**src/rtl/itad_pkg.sv**
```systemverilog
// Package with the item types, format codes, state types and character helper.
package itad_pkg;

    // Widths of the value, the digit register and the character count.
    localparam int VALUE_W = 32;
    localparam int DIGIT_W = 4;
    localparam int NDEC    = 10;
    localparam int NHEX    = VALUE_W / DIGIT_W;
    localparam int DIGS_W  = NDEC * DIGIT_W;
    localparam int COUNT_W = 31;
    localparam int BITCNT_W = $clog2(VALUE_W);
    localparam int NDIG_W  = $clog2(NDEC + 1);

    localparam logic [COUNT_W-1:0] COUNT_MAX = {COUNT_W{1'b1}};

    // ASCII codes used when building characters.
    localparam logic [7:0] CHAR_ZERO  = 8'h30;
    localparam logic [7:0] CHAR_UA    = 8'h41;
    localparam logic [7:0] CHAR_LA    = 8'h61;
    localparam logic [7:0] CHAR_MINUS = 8'h2d;

    // Format selector codes.
    typedef enum logic [1:0] {
        OP_SDEC = 2'd0,
        OP_UDEC = 2'd1,
        OP_HEXL = 2'd2,
        OP_HEXU = 2'd3
    } op_t;

    // Input item.
    typedef struct packed {
        logic [VALUE_W-1:0] value;
        logic [1:0]         op;
    } in_t;

    // Result item.
    typedef struct packed {
        logic [7:0]         character;
        logic               last;
        logic [COUNT_W-1:0] total_count;
    } out_t;

    // Digit string handed from the front end to the character emitter.
    typedef struct packed {
        logic                valid;
        logic [DIGS_W-1:0]   digits;
        logic [NDIG_W-1:0]   ndig;
        logic                neg;
        logic                upper;
    } emit_load_t;

    // Front-end sequencer states.
    typedef enum logic {
        TS_IDLE,
        TS_CONV
    } top_state_t;

    // Emitter states.
    typedef enum logic [1:0] {
        EM_IDLE,
        EM_SKIP,
        EM_SEND
    } emit_state_t;

    // ASCII code of one decimal or hexadecimal digit.
    function automatic logic [7:0] digit_char(input logic [DIGIT_W-1:0] d, input logic upper);
        logic [7:0] d8;
        d8 = {{(8-DIGIT_W){1'b0}}, d};
        if (d8 < 8'd10) begin
            return CHAR_ZERO + d8;
        end
        return (upper ? CHAR_UA : CHAR_LA) + d8 - 8'd10;
    endfunction

endpackage

```
**src/rtl/itad_bcd.sv**
```systemverilog
// Bit-serial binary to BCD converter (shift and add-three), one bit per cycle.
module itad_bcd (
    input  logic                           aclk,
    input  logic                           aresetn,
    input  logic                           start,
    input  logic [itad_pkg::VALUE_W-1:0]   mag,
    output logic                           done,
    output logic [itad_pkg::DIGS_W-1:0]    bcd
);
    import itad_pkg::*;

    logic [VALUE_W-1:0]  bin_reg;
    logic [DIGS_W-1:0]   bcd_reg;
    logic [DIGS_W-1:0]   adj;
    logic [BITCNT_W-1:0] cnt_reg;
    logic                busy_reg;
    logic                done_reg;

    // Add three to every digit of five or more before the next shift.
    always_comb begin
        for (int i = 0; i < NDEC; i++) begin
            if (bcd_reg[i*DIGIT_W +: DIGIT_W] >= DIGIT_W'(5)) begin
                adj[i*DIGIT_W +: DIGIT_W] = bcd_reg[i*DIGIT_W +: DIGIT_W] + DIGIT_W'(3);
            end else begin
                adj[i*DIGIT_W +: DIGIT_W] = bcd_reg[i*DIGIT_W +: DIGIT_W];
            end
        end
    end

    // Control: count the input bits as they shift and raise done after the last.
    always_ff @(posedge aclk) begin
        if (!aresetn) begin
            busy_reg <= 1'b0;
            done_reg <= 1'b0;
            cnt_reg  <= '0;
        end else begin
            done_reg <= busy_reg && (cnt_reg == BITCNT_W'(VALUE_W - 1));
            if (start) begin
                busy_reg <= 1'b1;
                cnt_reg  <= '0;
            end else if (busy_reg) begin
                cnt_reg <= cnt_reg + 1'b1;
                if (cnt_reg == BITCNT_W'(VALUE_W - 1)) begin
                    busy_reg <= 1'b0;
                end
            end
        end
    end

    // Datapath: binary bits shift out the top into the digit register.
    always_ff @(posedge aclk) begin
        if (start) begin
            bin_reg <= mag;
            bcd_reg <= '0;
        end else if (busy_reg) begin
            bin_reg <= {bin_reg[VALUE_W-2:0], 1'b0};
            bcd_reg <= {adj[DIGS_W-2:0], bin_reg[VALUE_W-1]};
        end
    end

    assign done = done_reg;
    assign bcd  = bcd_reg;

endmodule

```
**src/rtl/itad_emit.sv**
```systemverilog
// Character emitter: drops leading zeros and sends the sign and digits one character at a time.
module itad_emit (
    input  logic                 aclk,
    input  logic                 aresetn,
    input  itad_pkg::emit_load_t load,
    output logic                 busy,
    output logic                 m_valid,
    input  logic                 m_ready,
    output itad_pkg::out_t       m_data
);
    import itad_pkg::*;

    emit_state_t         state_reg, state_next;
    logic [DIGS_W-1:0]   digits_reg, digits_next;
    logic [NDIG_W-1:0]   rem_reg, rem_next;
    logic                neg_reg, neg_next;
    logic                upper_reg, upper_next;
    logic [COUNT_W-1:0]  cnt_reg, cnt_next;
    logic                m_valid_reg, m_valid_next;
    out_t                m_data_reg, m_data_next;
    logic                out_free;
    logic [DIGIT_W-1:0]  top_digit;

    assign out_free  = !m_valid_reg || m_ready;
    assign top_digit = digits_reg[DIGS_W-1 -: DIGIT_W];

    // State register and control.
    always_ff @(posedge aclk) begin
        if (!aresetn) begin
            state_reg   <= EM_IDLE;
            cnt_reg     <= '0;
            m_valid_reg <= 1'b0;
        end else begin
            state_reg   <= state_next;
            cnt_reg     <= cnt_next;
            m_valid_reg <= m_valid_next;
        end
    end

    // Digit string and output payload.
    always_ff @(posedge aclk) begin
        digits_reg <= digits_next;
        rem_reg    <= rem_next;
        neg_reg    <= neg_next;
        upper_reg  <= upper_next;
        m_data_reg <= m_data_next;
    end

    // Next state: load, skip leading zeros, then send one character at a time.
    always_comb begin
        state_next   = state_reg;
        digits_next  = digits_reg;
        rem_next     = rem_reg;
        neg_next     = neg_reg;
        upper_next   = upper_reg;
        cnt_next     = cnt_reg;
        m_data_next  = m_data_reg;
        m_valid_next = m_valid_reg && !m_ready;
        unique case (state_reg)
            EM_IDLE: begin
                if (load.valid) begin
                    digits_next = load.digits;
                    rem_next    = load.ndig;
                    neg_next    = load.neg;
                    upper_next  = load.upper;
                    state_next  = EM_SKIP;
                end
            end
            EM_SKIP: begin
                if (top_digit == '0 && rem_reg > NDIG_W'(1)) begin
                    digits_next = {digits_reg[DIGS_W-DIGIT_W-1:0], {DIGIT_W{1'b0}}};
                    rem_next    = rem_reg - 1'b1;
                end else begin
                    state_next = EM_SEND;
                end
            end
            EM_SEND: begin
                if (out_free) begin
                    cnt_next                = (cnt_reg == COUNT_MAX) ? cnt_reg : cnt_reg + 1'b1;
                    m_valid_next            = 1'b1;
                    m_data_next.total_count = cnt_next;
                    if (neg_reg) begin
                        m_data_next.character = CHAR_MINUS;
                        m_data_next.last      = 1'b0;
                        neg_next              = 1'b0;
                    end else begin
                        m_data_next.character = digit_char(top_digit, upper_reg);
                        m_data_next.last      = (rem_reg == NDIG_W'(1));
                        digits_next = {digits_reg[DIGS_W-DIGIT_W-1:0], {DIGIT_W{1'b0}}};
                        rem_next    = rem_reg - 1'b1;
                        if (rem_reg == NDIG_W'(1)) begin
                            state_next = EM_IDLE;
                        end
                    end
                end
            end
            default: begin
                state_next = EM_IDLE;
            end
        endcase
    end

    assign busy    = (state_reg != EM_IDLE);
    assign m_valid = m_valid_reg;
    assign m_data  = m_data_reg;

`ifndef ASSERT_OFF
    // A new digit string only arrives while the emitter is free.
    assert property (@(posedge aclk) disable iff (!aresetn)
        load.valid |-> state_reg == EM_IDLE)
        else $error("digit string loaded while emitter busy");

    // Work in progress always has at least one digit left.
    assert property (@(posedge aclk) disable iff (!aresetn)
        (state_reg == EM_SKIP || state_reg == EM_SEND) |-> rem_reg != '0)
        else $error("emitter running with no digits left");

    // The running count never goes down.
    assert property (@(posedge aclk) disable iff (!aresetn)
        $past(aresetn) |-> cnt_reg >= $past(cnt_reg))
        else $error("character count decreased");
`endif

endmodule

```
**src/rtl/integer_to_ascii_digits.sv**
```systemverilog
// Top level: integer to signed/unsigned decimal or hex ASCII character stream.
//
//   Channel  Ports                      Item                       Direction
//   s_       s_valid s_ready s_data     value, op                  in
//   m_       m_valid m_ready m_data     character, last, count     out
//
// Decimal: accept, run the bit-serial converter, load, skip leading zeros, then send the
// characters, a minus sign first if negative. A new item waits until the emitter is idle.
// Hex skips the converter: accept and load, skip leading zeros, then send the characters.
// Synchronous active-low reset clears the count and all control state.
// A stalled m_ready holds the current character and pauses the emitter.
module integer_to_ascii_digits (
    input  logic           aclk,
    input  logic           aresetn,
    input  logic           s_valid,
    output logic           s_ready,
    input  itad_pkg::in_t  s_data,
    output logic           m_valid,
    input  logic           m_ready,
    output itad_pkg::out_t m_data
);
    import itad_pkg::*;

    top_state_t          state_reg, state_next;
    logic                neg_reg, neg_next;
    logic                s_fire;
    logic                is_hex;
    logic                is_neg;
    logic [VALUE_W-1:0]  mag;
    logic                bcd_start;
    logic                bcd_done;
    logic [DIGS_W-1:0]   bcd;
    logic                emit_busy;
    emit_load_t          load;

    assign s_fire = s_valid && s_ready;
    assign is_hex = (s_data.op == OP_HEXL) || (s_data.op == OP_HEXU);
    assign is_neg = (s_data.op == OP_SDEC) && s_data.value[VALUE_W-1];
    assign mag    = is_neg ? (VALUE_W'(0) - s_data.value) : s_data.value;

    // Sequencer state register.
    always_ff @(posedge aclk) begin
        if (!aresetn) begin
            state_reg <= TS_IDLE;
        end else begin
            state_reg <= state_next;
        end
    end

    always_ff @(posedge aclk) begin
        neg_reg <= neg_next;
    end

    // Next state: hex goes straight to the emitter, decimal through the converter.
    always_comb begin
        state_next = state_reg;
        neg_next   = neg_reg;
        s_ready    = 1'b0;
        bcd_start  = 1'b0;
        load       = '0;
        unique case (state_reg)
            TS_IDLE: begin
                s_ready = !emit_busy;
                if (s_fire) begin
                    if (is_hex) begin
                        load.valid  = 1'b1;
                        load.digits = {s_data.value, {(DIGS_W-VALUE_W){1'b0}}};
                        load.ndig   = NDIG_W'(NHEX);
                        load.neg    = 1'b0;
                        load.upper  = (s_data.op == OP_HEXU);
                    end else begin
                        bcd_start  = 1'b1;
                        neg_next   = is_neg;
                        state_next = TS_CONV;
                    end
                end
            end
            TS_CONV: begin
                if (bcd_done) begin
                    load.valid  = 1'b1;
                    load.digits = bcd;
                    load.ndig   = NDIG_W'(NDEC);
                    load.neg    = neg_reg;
                    load.upper  = 1'b0;
                    state_next  = TS_IDLE;
                end
            end
            default: begin
                state_next = TS_IDLE;
            end
        endcase
    end

    itad_bcd u_bcd (
        .aclk    (aclk),
        .aresetn (aresetn),
        .start   (bcd_start),
        .mag     (mag),
        .done    (bcd_done),
        .bcd     (bcd)
    );

    itad_emit u_emit (
        .aclk    (aclk),
        .aresetn (aresetn),
        .load    (load),
        .busy    (emit_busy),
        .m_valid (m_valid),
        .m_ready (m_ready),
        .m_data  (m_data)
    );

endmodule
```
**config.mk**
```make
export PLATFORM = sky130hd
export DESIGN_NAME = integer_to_ascii_digits
export DESIGN_NICKNAME = d
export VERILOG_FILES = /design/src/rtl/itad_pkg.sv /design/src/rtl/itad_bcd.sv /design/src/rtl/itad_emit.sv /design/src/rtl/integer_to_ascii_digits.sv
export SDC_FILE = /design/constraint.sdc
export NUM_CORES = 1
export LEC_CHECK = 0
export ABC_AREA = 0
export BUFFER_PORTS_ARGS = -buffer_cell sky130_fd_sc_hd__buf_4
export CORE_ASPECT_RATIO = 1.4
export CORE_MARGIN = 2
export CORE_UTILIZATION = 24
export CTS_CLUSTER_SIZE = 20
export DETAILED_ROUTE_END_ITERATION = 8
export GPL_TIMING_DRIVEN = 0
export MAX_ROUTING_LAYER = met4
export PLACE_DENSITY = 0.35
export SETUP_SLACK_MARGIN = 0.15
export SLEW_MARGIN = 20
export SYNTH_ARGS = -nofsm -noshare
export SYNTH_HDL_FRONTEND = slang
export SYNTH_SLANG_ARGS = --single-unit
```
**constraint.sdc**
```tcl
create_clock -name aclk -period 8.2 [get_ports aclk]
set_input_delay 0.82 -clock aclk [delete_from_list [all_inputs] [get_ports aclk]]
set_output_delay 0.82 -clock aclk [all_outputs]
set_load 0.02 [all_outputs]
```
==> metrics.md, run 1 <==
| Metric | Value |
|---|---|
| Initial DRC count | `487` |
| Switching power | `1293 µW` |
| Synth Cell Area | `0.01037 mm²` |
| Synth top cells by count | `118 x edfxtp_1, 96 x nor2_1, 82 x dfxtp_1, 80 x nand2_1, 67 x inv_1` |
| Crit path depth | `8` |
| CP max-delay cell | `buf_1` |
| Async set or reset register ratio after synthesis | `0` |
| Worst path max stage delay | `0.59 ns` |
| Hold Buf Count CTS | `0` |
| Path type of the worst setup path | `register to register` |
| # H-tree levels | `4` |
| Critical path buffers and inverters | `4` |
| HPWL after DPL | `23650 µm` |
| Starting Density | `0.2417` |
| Via-to-Cell Ratio | `4.764` |
| CTS Buf Count | `17` |
| Tcrit/Tclk final | `0.4169` |
| Main flop type after synthesis | `edfxtp_1` |
| Die width | `179.7 µm` |
| Post-CTS Resized | `0` |
| Hold WC Path Type | `register to register` |
| N_diodes | `0` |
| Antenna violations before repair | `0` |
| Outcome | `finished clean` |
| Synth Register Bits | `200` |
| Flop pwr share | `0.447` |
| Reg2reg start | `u_emit.state_reg[0]` |
| Switching fraction of total power | `0.3608` |
| Setup-failing EPs final | `0` |
| Critical Path Source | `u_emit.state_reg[0]` |
| Post-synth EDFFs | `118` |
| Critical Path Fanout Max | `20` |
| Max-slew violation count | `0` |
| CTS tree | `yes` |
| Leading area contributor after synthesis | `edfxtp_1` |
| Reg2Reg Depth | `8` |
| Final count of hold timing violations | `0` |
| Min setup slack post-route | `4.781 ns` |
| Mapped Nets | `1109` |
| Die Y | `250.0 µm` |
| Startpoint Class | `register` |
| IO Port Bufs | `78` |
| Layout cells sized above 1 | `0.1213` |
| Setup crit end kind | `register` |
| Clock Sinks | `200` |
| Largest cells by area after synthesis | `edfxtp_1 34%, dfxtp_1 16%, mux2i_1 4.2%` |
| Clock slew at reported path FFs | `0.08 ns` |
| Setup crit end | `u_bcd.bin_reg[15]` |
| Post-CTS setup buffers | `0` |
| Reg-to-reg endpoint | `u_bcd.bin_reg[15]` |
| Maximum vdd drop | `136.7 µV` |
| Largest net degree at the start of global routing | `38` |
| Syn_area_per_cell | `9.982 µm²` |
| Count of cell types in the netlist | `61` |
| Core region area | `0.04290 mm²` |
| Critical path cell sequence | `inv_1 > ha_1 > nor2b_1 > nand3b_1 > clkbuf_1 > buf_1 > nand2_2 > buf_16` |
| Routed WL | `31510 µm` |
| Wire length per cell | `18.47 µm` |
| RSZ-0062 raised after global routing | `false` |
| I/O pin count | `80` |
| Row count | `90` |
| WP data arrival | `3.64 ns` |
| Tot GR Track Use | `0.1452` |
| Max cap viols | `0` |
| Final Skew | `0.01221 ns` |
| Pwr dens | `291.3 mW/mm²` |
| Grt total ovfl | `0` |
| Clk buf depth | `2` |
| R2r setup slk | `4.78 ns` |
| CTS Root Cell | `clkbuf_16` |
| Top cell type's share of synthesized area | `0.3417` |
| Required time worst endpoint | `8.42 ns` |
| Power Internal | `2291 µW` |
| Drt drc | `0` |
| RePlAce Congestion | `0.7546` |
| Final ANT Viol Nets | `0` |
| Vias in the first global route | `7961` |
| FMAX | `0.2925 GHz` |
| Worst skew pair latency | `0.46 ns` |
| Post-route minimum period | `3.419 ns` |
| Layout Nets | `1211` |
| Comb power frac | `0.319` |
| # fillers | `4535` |
| Routed via count | `8128` |
| Area delta synth->final | `18.65%` |
| Most numerous cell in the Yosys netlist | `edfxtp_1` |
| Seq/Total Area, Yosys | `0.4999` |
| Relative slew margins | `0.3739` |
| Leak pwr | `0.004568 µW` |
| Drt first pass iters | `5` |
| Synth warn | `0` |
| Setup_tns | `0 ns` |
| Clk network pwr share | `0.234` |
| Post-Place Worst Slack | `4.710 ns` |
| Die area | `0.04492 mm²` |
| First-pass GRT wire length | `48240 µm` |
| CP delay by family, top | `buffers and inverters` |
| Synthesized netlist cell count | `1039` |
| Slew @ Worst Pin | `0.9391 ns` |
power by group through the flow:
| stage | combinational [µW] | clock (µW) | sequential (µW) |
|---|---|---|---|
| floorplan | 724 | 0 | 1610 |
| global placement | 1100 | 0 | 1670 |
| detailed placement | 1170 | 0 | 1630 |
| CTS | 1170 | 872 | 1610 |
| global route | 1280 | 902 | 1640 |
| finish | 1140 | 838 | 1600 |
cells in the final DEF (no fill, tap or decap), drive strengths merged, types with 43 or more instances in the layout:
cell	count
o21ai	55
edfxtp	118
mux2i	43
nand2	80
buf	95
inv	70
a21oi	57
clkbuf	61
dfxtp	82
xnor2	47
nor2	97
how the worst min path moves through the flow:
| stage | cells after the start | endpoint | from |
|---|---|---|---|
| finish | 1 | u_emit.cnt_reg[30] | u_emit.cnt_reg[30] |
| global route | 1 | u_emit.cnt_reg[30] | u_emit.cnt_reg[30] |
| CTS | 1 | u_emit.cnt_reg[30] | u_emit.cnt_reg[30] |
| detailed placement | 1 | u_emit.cnt_reg[30] | u_emit.cnt_reg[30] |
| global placement | 1 | u_emit.cnt_reg[30] | u_emit.cnt_reg[30] |
| floorplan | 2 | u_bcd.bcd[39] | u_bcd.bcd[39] |
metal layers:
layer,up-vias,global-route usage,share of wire
met2,158,0.2671,0.54
met3,42,0.02101,0.027
met1,3938,0.1585,0.41
met5,-,-,0
met4,0,0.05017,0.024
li1,3990,-,-
cell type report:
| cell class | instances | area (µm²) | area share |
|---|---|---|---|
| sequential | 200 | 5185 | 0.4214 |
| clock buffer | 17 | 425.4 | 0.03457 |
| inverter | 70 | 264.0 | 0.02145 |
| multi-input combinational | 713 | 4707 | 0.3825 |
| tap | 552 | 690.7 | 0.05613 |
| timing repair buffer | 83 | 674.4 | 0.05480 |
| clock inverter | 15 | 127.6 | 0.01037 |
| buffer | 56 | 231.5 | 0.01881 |
through the flow:
stage                     instances  area, µm²    util  total power, µW  hold slack, ns
after CTS                      1706      12310  0.2868             3654          0.4916
final                          1706      12310  0.2868             3584          0.4914
after global placement         1669      11650  0.2715             2772          0.4646
after floorplan                1039      10370       -             2337          0.4440
after detailed placement       1674      11750  0.2739             2796          0.4734
after global routing           1706      12310  0.2868             3824          0.5025
cell families after synthesis:
family,after synthesis,synth area share
simple gates,356,0.1749
buf+inv,126,0.04765
flops,200,0.4999
mux,44,0.04259
xor+xnor,75,0.06334
other cells,1,0.0003616
fa+ha+maj,32,0.03860
compound gates,205,0.1326
Power figures use the tool's default switching activity.
==> run 2: changes to the inputs <==
Settings changed: PLACE_DENSITY 0.35 to 0.36.
Clock period 8.2 ns to 2.8 ns, I/O delays scaled along.
==> run 2 against run 1 <==
Effect of this change:
- critical endpoint is now u_bcd.bin_reg[16]
- sequential share of layout area down 0.51 points
- first-iteration DRC count up 21%
- critical path type unchanged
- maximum frequency up 38%
- die area unchanged
- sequential power rose to 2.9 times the previous value
- clock skew up 0.00057 ns
- combinational power rose to 3.0 times the previous value
- via count up 0.23%
==> metrics.md, run 2 (synthesized netlist as in run 1, its figures left out) <==
| Metric | Value |
|---|---|
| Most frequent cells in the layout | `118 x edfxtp_1, 96 x nor2_1, 87 x buf_4, 82 x dfxtp_1, 79 x nand2_1` |
| Maximum vdd drop | `397.5 µV (+190%)` |
| Setup crit end kind | `register` |
| CTS tree | `yes` |
| FMAX | `0.4038 GHz (+38%)` |
| Tcrit/Tclk final | `0.8844 (+0.4675)` |
| CTS Root Cell | `clkbuf_16` |
| Antenna violations before repair | `0 (unchanged)` |
| Final Power | `10730 µW (+200%)` |
| Setup crit end | `u_bcd.bin_reg[16]` |
| Drt drc | `0 (unchanged)` |
| CP delay by family, top | `buffers and inverters` |
| CTS Buf Count | `17 (unchanged)` |
| Vias in the first global route | `8169 (+2.6%)` |
| Post-Place Worst Slack | `-1.023 ns (-5.734 ns)` |
| Crit path depth | `8 (unchanged)` |
| Relative slew margins | `0.3787 (+0.004771)` |
| Min setup slack post-route | `0.3237 ns (-4.458 ns)` |
| Routed via count | `8147 (+0.23%)` |
| Layout Nets | `1219 (+0.66%)` |
| Required time worst endpoint | `2.97 ns (-5.45 ns)` |
| Routed WL | `31510 µm (about the same)` |
| RSZ-0062 raised after global routing | `false` |
| Starting Density | `0.2417 (unchanged)` |
| Commonest non-fill, non-tap cell in the layout | `edfxtp_1` |
| # H-tree levels | `4 (unchanged)` |
| Critical path buffers and inverters | `4 (unchanged)` |
| Grt total ovfl | `0 (unchanged)` |
| Post-route minimum period | `2.476 ns (-0.9423 ns)` |
| Outcome | `finished clean` |
| IO Port Bufs | `78 (unchanged)` |
| Drt first pass iters | `8 (+3)` |
| Final count of hold timing violations | `0 (unchanged)` |
| Hold WC Path Type | `input port to register` |
| Tot GR Track Use | `0.1465 (+0.001343)` |
| Path type of the worst setup path | `register to register` |
| Max cap viols | `0 (unchanged)` |
| Layout Utilization | `0.2903 (+0.003529)` |
| I/O pin count | `80 (unchanged)` |
| Critical Path Source | `u_emit.state_reg[0]` |
| HPWL after DPL | `23350 µm (-1.3%)` |
| Row count | `90 (unchanged)` |
| Final Skew | `0.01278 ns (+0.0005683 ns)` |
| Core region area | `0.04290 mm² (unchanged)` |
| Via-to-Cell Ratio | `4.753 (-0.23%)` |
| HP Start | `aresetn` |
| Clock Sinks | `200 (unchanged)` |
| RePlAce Congestion | `0.7818 (+3.6%)` |
| N_diodes | `0 (unchanged)` |
| Reg-to-reg endpoint | `u_bcd.bin_reg[16]` |
| Clk buf depth | `2 (unchanged)` |
| Die Y | `250.0 µm (unchanged)` |
| Max-slew violation count | `0 (unchanged)` |
| CP max-delay cell | `buf_2` |
| Clock slew at reported path FFs | `0.08 ns (about the same)` |
| Layout cells sized above 1 | `0.1411 (+0.01982)` |
| Area delta synth->final | `20.11%` |
| Final ANT Viol Nets | `0 (unchanged)` |
| Setup-failing EPs final | `0 (unchanged)` |
| Reg2reg start | `u_emit.state_reg[0]` |
| Critical path cell sequence | `inv_1 > ha_1 > nor2b_2 > nand3b_1 > buf_4 > clkbuf_2 > buf_2 > nand2_8` |
| Pwr dens | `861.2 mW/mm² (+200%)` |
| Die width | `179.7 µm (unchanged)` |
| WP data arrival | `2.64 ns (-1.00 ns)` |
| Critical Path Fanout Max | `16 (-20%)` |
| Startpoint Class | `register` |
| Initial DRC count | `591 (+21%)` |
| Die area | `0.04492 mm² (unchanged)` |
| Worst path max stage delay | `0.47 ns (-0.12 ns)` |
| Leak pwr | `0.004688 µW (+2.6%)` |
| Wire length per cell | `18.38 µm (-0.48%)` |
| Slew @ Worst Pin | `0.9319 ns (-0.007156 ns)` |
| Hold slack | `0.1227 ns (-0.3687 ns)` |
| Reg2Reg Depth | `8 (unchanged)` |
| Worst skew pair latency | `0.46 ns (about the same)` |
| First-pass GRT wire length | `49160 µm (+1.9%)` |
| Largest net degree at the start of global routing | `38 (unchanged)` |
| R2r setup slk | `0.32 ns (-4.46 ns)` |
-- run 2: cell types whose count changed in the layout (fill, tap and decap cells not counted), sizes merged --
cell	change
clkinvlp	-5
clkbuf	-1
clkinv	+2
bufinv	+2
buf	+8
inv	+1
nand2	+1
-- run 2: area by class of cell --
class	instances	area [µm²]
Sequential cell	200	5185
Clock inverter	15	173.9
Timing Repair Buffer	90	706.9
Inverter	70	264.0
Buffer	56	249.0
Clock buffer	17	425.4
Multi-Input combinational cell	714	4762
Tap cell	552	690.7
Fill cell	4508	30450
-- run 2: timing repair --
item / CTS / global route
buffers inserted: 3 / 5
gates cloned: 1 / 0
setup endpoints to repair: 139 / 42
hold buffers: 0 / 0
resized for setup: 18 / 10
endpoints found under the hold margin: 0 / 0
pin swaps: 4 / 3
-- run 2: worst min path at each step --
stage | slack [ns] | depth (start not counted) | endpoint
after floorplan | 0.43 | 2 | u_emit.cnt_reg[8]
after global placement | 0.47 | 1 | u_emit.cnt_reg[30]
after detailed placement | 0.48 | 1 | u_emit.cnt_reg[30]
after CTS | 0.1 | 3 | u_emit.cnt_reg[8]
after global routing | 0.13 | 3 | u_emit.cnt_reg[8]
final | 0.12 | 3 | u_emit.cnt_reg[8]
-- run 2: worst reg2reg max path, delay by kind of cell (launching register included) --
family                   cells  cell delay, ns
adder cells (fa/ha/maj)      1            0.27
buffers and inverters        4            1.03
flip-flops                   1            0.39
AND/OR/NAND/NOR              3            0.50
-- run 2: metrics by stage --
stage	cells	area [µm²]	setup TNS (ns)
6_report	1714	12460	0
4_1_cts	1709	12400	0
2_1_floorplan	1039	10390	0
3_3_place_gp	1669	11660	-107.16
3_5_place_dp	1673	11730	-39.24
5_1_grt	1714	12460	0
-- run 2: per-layer routing --
layer | track usage | vias up | part of all wire
met4 | 0.05738 | 0 | 0.028
met5 | - | - | 0
met3 | 0.02306 | 48 | 0.029
met2 | 0.2598 | 160 | 0.53
met1 | 0.1643 | 3934 | 0.42
li1 | - | 4005 | -
-- run 2: power breakdown --
part	internal (µW)	leakage (µW)	switching (µW)	total, µW
clock network	1410	0.000291	1220	2630
registers	4190	0.00177	526	4710
logic	1320	0.00262	2070	3380
